### config.mk
export PLATFORM = sky130hd
export DESIGN_NAME = dsr_ctrl
export DESIGN_NICKNAME = d
export VERILOG_FILES = /design/src/decimating_sample_recorder_defines.svh /design/src/dsr_pkg.sv /design/src/dsr_ctrl.sv
export SDC_FILE = /design/constraint.sdc
export NUM_CORES = 1
export LEC_CHECK = 0
export BUFFER_PORTS_ARGS = -buffer_cell sky130_fd_sc_hd__buf_4
export CAP_MARGIN = 20
export CORE_MARGIN = 1.5
export CORE_UTILIZATION = 45
export DETAILED_ROUTE_END_ITERATION = 12
export GPL_TIMING_DRIVEN = 1
export SETUP_SLACK_MARGIN = 0.4
export SYNTH_ARGS = -nofsm -noshare
export SYNTH_HDL_FRONTEND = slang
export SYNTH_SLANG_ARGS = --single-unit
### constraint.sdc
create_clock -name clk -period 7.2 [get_ports clk]
set_input_delay 1.44 -clock clk [delete_from_list [all_inputs] [get_ports clk]]
set_output_delay 1.44 -clock clk [all_outputs]
set_load 0.02 [all_outputs]
### src/decimating_sample_recorder_defines.svh
// ----------------------------------------------------------------------------
// Decimating sample recorder assertion macros
// Concurrent assertion helpers shared by the recorder RTL.
// ----------------------------------------------------------------------------
`ifndef DECIMATING_SAMPLE_RECORDER_DEFINES_SVH
`define DECIMATING_SAMPLE_RECORDER_DEFINES_SVH

`ifndef ASSERT_OFF
// Property checked at every clock edge outside reset.
`define DSR_ASSERT(lbl, clk, rst, prop, msg) \
  lbl: assert property (@(posedge clk) disable iff (rst) prop) else $error(msg);
// Consequent checked in the cycle after the antecedent.
`define DSR_ASSERT_NEXT(lbl, clk, rst, ante, cons, msg) \
  lbl: assert property (@(posedge clk) disable iff (rst) ante |=> cons) else $error(msg);
`else
`define DSR_ASSERT(lbl, clk, rst, prop, msg)
`define DSR_ASSERT_NEXT(lbl, clk, rst, ante, cons, msg)
`endif

`endif

### src/dsr_pkg.sv
// ----------------------------------------------------------------------------
// Decimating sample recorder package
// Shared field widths, operation codes and the sequencer status type.
// ----------------------------------------------------------------------------
`timescale 1ns / 1ps

package dsr_pkg;

  // Operation codes of an input word.
  localparam logic OP_RECORD = 1'b0;
  localparam logic OP_READ   = 1'b1;

  // Sample field widths and the packed entry layout {virtual, resident, time}.
  localparam int VMEM_W  = 40;
  localparam int RSS_W   = 40;
  localparam int TIME_W  = 48;
  localparam int ENTRY_W = VMEM_W + RSS_W + TIME_W;

  // Counter and step limits.
  localparam int          CNT_W        = 32;
  localparam logic [31:0] CNT_MAX      = 32'hFFFF_FFFF;
  localparam logic [4:0]  STEP_LOG_MAX = 5'd31;

  // Status of the result the sequencer offers to the output register.
  typedef struct packed {
    logic valid;
    logic stored;
    logic hit;
  } dsr_res_t;

endpackage

### src/dsr_ctrl.sv
// ----------------------------------------------------------------------------
// Decimating sample recorder sequencer
// Holds the event count, decimation step and point count, decides whether a
// sample is kept, and runs the compaction sweep through the point memory.
// ----------------------------------------------------------------------------
`timescale 1ns / 1ps

module dsr_ctrl #(
  parameter int MAX_POINTS = 1024
) (
  input  logic                                 clk,
  input  logic                                 rst,
  // Input word handshake and the fields the sequencer needs.
  input  logic                                 in_fire,
  output logic                                 in_ready,
  input  logic                                 op,
  input  logic [$clog2(MAX_POINTS)-1:0]        read_index,
  // Result offered to the output register.
  input  logic                                 res_ready,
  output dsr_pkg::dsr_res_t                    res,
  output logic [$clog2(MAX_POINTS)-1:0]        slot,
  output logic [31:0]                          step_size,
  output logic [31:0]                          event_count,
  output logic [$clog2(MAX_POINTS+1)-1:0]      point_count,
  // Point memory control.
  output logic                                 rd_en,
  output logic [$clog2(MAX_POINTS)-1:0]        rd_addr,
  output logic                                 wr_en,
  output logic [$clog2(MAX_POINTS)-1:0]        wr_addr,
  output logic                                 wr_sweep
);

  import dsr_pkg::*;

  localparam int IDX_W = $clog2(MAX_POINTS);
  localparam int PC_W  = $clog2(MAX_POINTS + 1);
  localparam int K_W   = IDX_W - 1;

  localparam logic [31:0]    MAX32   = 32'(MAX_POINTS);
  localparam logic [PC_W-1:0] MAX_PC = PC_W'(MAX_POINTS);
  localparam logic [K_W-1:0] HALF_M1 = K_W'(MAX_POINTS / 2 - 1);

  localparam logic [2:0] S_IDLE  = 3'd0;
  localparam logic [2:0] S_REC   = 3'd1;
  localparam logic [2:0] S_SWEEP = 3'd2;
  localparam logic [2:0] S_FIN   = 3'd3;
  localparam logic [2:0] S_RDATA = 3'd4;

  logic [2:0]       state, state_next;
  logic [31:0]      cnt, cnt_next;
  logic [31:0]      step, step_next;
  logic [4:0]       slog, slog_next;
  logic [PC_W-1:0]  pc, pc_next;
  logic             pend;
  logic [IDX_W-1:0] ridx;
  logic [K_W-1:0]   rd_k;
  logic [K_W-1:0]   wr_k;
  logic [IDX_W-1:0] idx_r;
  logic             store_r;

  // Decision terms for a record word.
  logic             keep;
  logic [31:0]      idx_raw;
  logic             do_cmp;
  logic [31:0]      idx_fin;
  logic             store;

  // Commit terms for the counters.
  logic             commit_path;
  logic             dbl;
  logic [31:0]      step_new;
  logic [4:0]       slog_new;
  logic [31:0]      cnt_new;
  logic [PC_W-1:0]  pc_half;
  logic [PC_W-1:0]  pc_new;
  logic             bump;
  logic             cur_stored;
  logic [IDX_W-1:0] cur_slot;
  logic             hit;
  logic             commit;

  // Keep test and slot of a record word: the step is a power of two.
  always_comb begin
    keep    = (cnt & (step - 32'd1)) == 32'd0;
    idx_raw = cnt >> slog;
    do_cmp  = keep && (idx_raw >= MAX32) && (slog != STEP_LOG_MAX);
    idx_fin = do_cmp ? (idx_raw >> 1) : idx_raw;
    store   = keep && (idx_fin < MAX32);
  end

  // Counter values after a record word, with the step doubled after a sweep.
  always_comb begin
    dbl      = (state == S_FIN);
    step_new = dbl ? (step << 1) : step;
    slog_new = dbl ? (slog + 5'd1) : slog;
    cnt_new  = (cnt == CNT_MAX) ? cnt : (cnt + 32'd1);
    pc_half  = dbl ? (pc >> 1) : pc;
    bump     = (cnt != CNT_MAX) && ((cnt_new & (step_new - 32'd1)) == 32'd0);
    pc_new   = (bump && (pc_half < MAX_PC)) ? (pc_half + PC_W'(1)) : pc_half;
  end

  // Result offered in the record, finish and read data states.
  always_comb begin
    commit_path = ((state == S_REC) && !do_cmp) || ((state == S_FIN) && !pend);
    hit         = PC_W'(ridx) < pc;
    cur_stored  = (state == S_FIN) ? store_r : store;
    cur_slot    = (state == S_FIN) ? idx_r : (store ? idx_fin[IDX_W-1:0] : '0);
    res.valid   = commit_path || (state == S_RDATA);
    res.stored  = commit_path && cur_stored;
    res.hit     = (state == S_RDATA) && hit;
    slot        = commit_path ? cur_slot : '0;
    step_size   = commit_path ? step_new : step;
    event_count = commit_path ? cnt_new : cnt;
    point_count = commit_path ? pc_new : pc;
    commit      = commit_path && res_ready;
  end

  // Memory port control: sweep writes use the forwarded read data.
  always_comb begin
    in_ready = (state == S_IDLE);
    rd_en    = 1'b0;
    rd_addr  = read_index;
    if (state == S_SWEEP) begin
      rd_en   = 1'b1;
      rd_addr = {rd_k, 1'b0};
    end else if (in_fire && (op == OP_READ)) begin
      rd_en = 1'b1;
    end
    wr_sweep = pend;
    wr_en    = pend || (commit && cur_stored);
    wr_addr  = pend ? IDX_W'(wr_k) : cur_slot;
  end

  // Next state and counter updates.
  always_comb begin
    state_next = state;
    cnt_next   = cnt;
    step_next  = step;
    slog_next  = slog;
    pc_next    = pc;
    unique case (state)
      S_IDLE: begin
        if (in_fire) begin
          state_next = (op == OP_READ) ? S_RDATA : S_REC;
        end
      end
      S_REC: begin
        if (do_cmp) begin
          state_next = S_SWEEP;
        end else if (res_ready) begin
          state_next = S_IDLE;
        end
      end
      S_SWEEP: begin
        if (rd_k == HALF_M1) begin
          state_next = S_FIN;
        end
      end
      S_FIN: begin
        if (commit) begin
          state_next = S_IDLE;
        end
      end
      S_RDATA: begin
        if (res_ready) begin
          state_next = S_IDLE;
        end
      end
      default: begin
        state_next = S_IDLE;
      end
    endcase
    if (commit) begin
      cnt_next  = cnt_new;
      step_next = step_new;
      slog_next = slog_new;
      pc_next   = pc_new;
    end
  end

  // Control state.
  always_ff @(posedge clk) begin
    if (rst) begin
      state <= S_IDLE;
      cnt   <= '0;
      step  <= 32'd1;
      slog  <= '0;
      pc    <= '0;
      pend  <= 1'b0;
    end else begin
      state <= state_next;
      cnt   <= cnt_next;
      step  <= step_next;
      slog  <= slog_next;
      pc    <= pc_next;
      pend  <= (state == S_SWEEP);
    end
  end

  // Word and sweep bookkeeping.
  always_ff @(posedge clk) begin
    if (in_fire) begin
      ridx <= read_index;
    end
    if ((state == S_REC) && do_cmp) begin
      rd_k    <= K_W'(1);
      idx_r   <= store ? idx_fin[IDX_W-1:0] : '0;
      store_r <= store;
    end else if (state == S_SWEEP) begin
      rd_k <= rd_k + K_W'(1);
    end
    if (state == S_SWEEP) begin
      wr_k <= rd_k;
    end
  end

endmodule

==> run summary <==
Internal - 1.27 mW
Cell row count - 61
Top-count cell post-synth - nand2_1
Vias per cell - 6.40
Fin crit share - 0.907
Initial antenna violation count - 0
# DRC - 0
LEAKAGE - 5.34 nW
Average wire per standard cell - 21.8 um
Latest clock arrival within the worst-skew pair - 0.44 ns
Clk sink count - 123
Synth Area in Adders - 0.0168
Top Ports - 127
Overflow after GRT - 0
Register area share after synthesis - 0.219
Fraction of registers with async set/reset - 0
Root Driver - clkbuf_16
Reg clk slew, reported paths - 0.07 ns
Flop pwr share - 0.412
Psw - 0.522 mW
Synth Flop Type - dfxtp_1
H-Tree Depth - 4
Synth area leader - dfxtp_1
Status - completed
Final setup viols - 0
TritonCTS buffer count - 17
DR iter-0 viols - 1564
Vias in the first global route - 12300
Core ar. - 27700 sq um
CTS max path bufs - 2
Hold Vio Cnt, Final - 0
Die Width - 171 um
Synthesized area per cell - 7.34 sq um
Slowest-stage cell, CP - dfxtp_1
Layout cells sized above 1 - 0.188
Syn_nets - 1754
CP Max Fanout - 15
Synth cell types - 92
Clk pwr share - 0.513
Via count - 13600
Worst vdd ir - 0.130 mV
Crit Path Class - reg2out
First-pass GRT wire length - 72700 um
Simple logic cell fraction of the synthesized area - 0.279
Worst R2R Setup Slack - 2.21 ns
CP bufs+invs - 2
Worst hold path class - reg2reg
PnR worst setup slack - 0.669 ns
Die height - 171 um
Worst Setup End Kind - primary output
Logic gate share of total power - 0.074
Crit path cell chain - nand4_2 > or4_1 > a211o_1 > nor4_2 > xnor2_1 > o22a_1 > nand3_1 > nor4_2 > buf_4 > and3_1 > o31a_1 > o22ai_2 > buf_4
Max-Cap Viols - 0
Syn Inst Count - 1722
P&R area growth vs syn - 13.6%
Sequential Area - 2770 sq um
Ys Warns - 0
RSZ-0062 raised after global routing - no
XOR/XNOR Fraction of Synth Area - 0.0679
Diode count - 0
Area contributors post-synth - dfxtp_1 (15%), nand2_1 (7.6%), edfxtp_1 (7.1%), mux2_2 (5.0%), mux2i_1 (4.6%)
Fin crit period - 6.53 ns
Largest net degree at the start of global routing - 80
Input/output buffers - 126
Pwr Density - 125 nW/um^2
Filler Cell Count - 2750
Slowest stage delay, CP - 0.70 ns
CP required - 5.76 ns
Setup Skew - 0.0168 ns
WP data arrival - 5.09 ns
Final Net Count - 1765
Hold buffers post-CTS - 0
EDFF count, synth - 30
WL final - 46300 um
TritonRoute pass-1 iters - 7
Final core utilization - 0.518
Starting density of the core - 0.456
Antenna Nets Post-Route - 0
CTS tree - built
Die Area - 29100 sq um
Placer congestion estimate - 0.992
Switching Fraction - 0.292
Synth top area share - 0.147
Worst Max-Slew Pin Slew - 0.942 ns
Post-synthesis mux area share - 0.135
Post-synthesis compound-gate area fraction - 0.212
Mapped Area - 12600 sq um
Max-slew headroom - 0.372
HPWL after DPL - 33100 um
Post-synth top cells - nand2_1 (256), clkbuf_1 (151), nor2_1 (149)
CP Launch Type - flop
Total negative slack - 0 ns
Slew Viols, Final - 0
Multi-input logic area - 9030 sq um
Largest family of logic cells by synthesized area - simple AND/OR/NAND/NOR gates
Top delay family on crit path - simple AND/OR/NAND/NOR gates
Gr usage total - 0.319
Register bit total from synthesis - 123
Setup WS pre-CTS - 0.963 ns
Peak Freq - 153 MHz
[cell families after synthesis]
family,after synthesis
AOI/OAI and AO/OA,399
xor gates and xnor gates,98
DFF,123
buffers and inverters,232
muxes,136
and+or+nand+nor,717
adders and majority gates,17
[layout make-up]
type                       count  area share
clock inverter                15      0.0119
tap                          378      0.0329
sequential                   123       0.193
clock buffer                  17      0.0296
inverter                      53      0.0139
timing repair buffer         171      0.0897
multi-input combinational   1367       0.629
[worst min-delay path, cell delays in order, from the launching register on]
cell     delay (ns)
dfxtp_1        0.34
xnor2_1        0.08
nor2_1         0.07
[cells in the final DEF, fill, tap and decap left out, types with 20 or more instances in the layout]
master    Yosys  final
dfxtp_1      93     89
buf_4         1    170
mux2_2       56     56
xnor2_1      54     54
inv_1        49     49
mux4_2       22     22
or3_1        24     24
nand2_1     256    256
a31oi_1      25     25
edfxtp_1     30     30
a21oi_1      97     97
nand3_1      58     58
nor2_1      149    148
nor4_1       30     27
o211ai_1     30     30
o21ai_0      86     86
nand4_1      40     40
and2_1       20     20
mux2i_1      58     58
nor3_1       38     36
xor2_1       44     44
[path summary, 6_finish.rpt]
kind / startpoint / end / cells after the start
setup / recovery: cnt[3] / point_count[6] / 13
hold / removal: slog[0] / slog[0] / 2
setup reg to reg: step[5] / pc[8] / 13
hold reg to reg: slog[0] / slog[0] / 2
[power groups by stage]
stage / Sequential, mW / Combinational (mW) / Clock, mW
after CTS: 0.737 / 0.132 / 0.918
after floorplan: 0.742 / 0.0849 / 0
after detailed placement: 0.753 / 0.131 / 0
final: 0.737 / 0.133 / 0.918
after global placement: 0.752 / 0.129 / 0
after global routing: 0.739 / 0.145 / 0.947
[layer usage]
metal | global-route usage | vias to the layer above | routed length [um]
li1 | - | 6300 | -
met1 | 0.445 | 6498 | 19800
met2 | 0.504 | 717 | 21400
met3 | 0.0509 | 86 | 4050
met4 | 0.0970 | 0 | 1050
met5 | 0 | - | 0
[state kept, by name, summed over array words and instances, names as in the netlist]
register	flops
store_r	1
ridx	10
slog	5
pc	11
wr_k	9
state	3
cnt	32
wr_sweep	1
idx_r	10
step	32
rd_k	9
[through the flow]
step                      hold slack [ns]  total power [mW]  cell area (sq um)  instances
after detailed placement            0.504             0.884              13700       2090
after global routing                0.533              1.83              14400       2124
final                               0.523              1.79              14400       2124
after global placement              0.502             0.881              13700       2089
after CTS                           0.520              1.79              14300       2122
after floorplan                     0.454             0.827              12600       1722
[what timing repair did]
action	4_1_cts	5_1_grt
endpoints found under the setup margin	0	37
setup buffers	0	2
resized for setup	0	7
(Power assumes the default switching activity.)
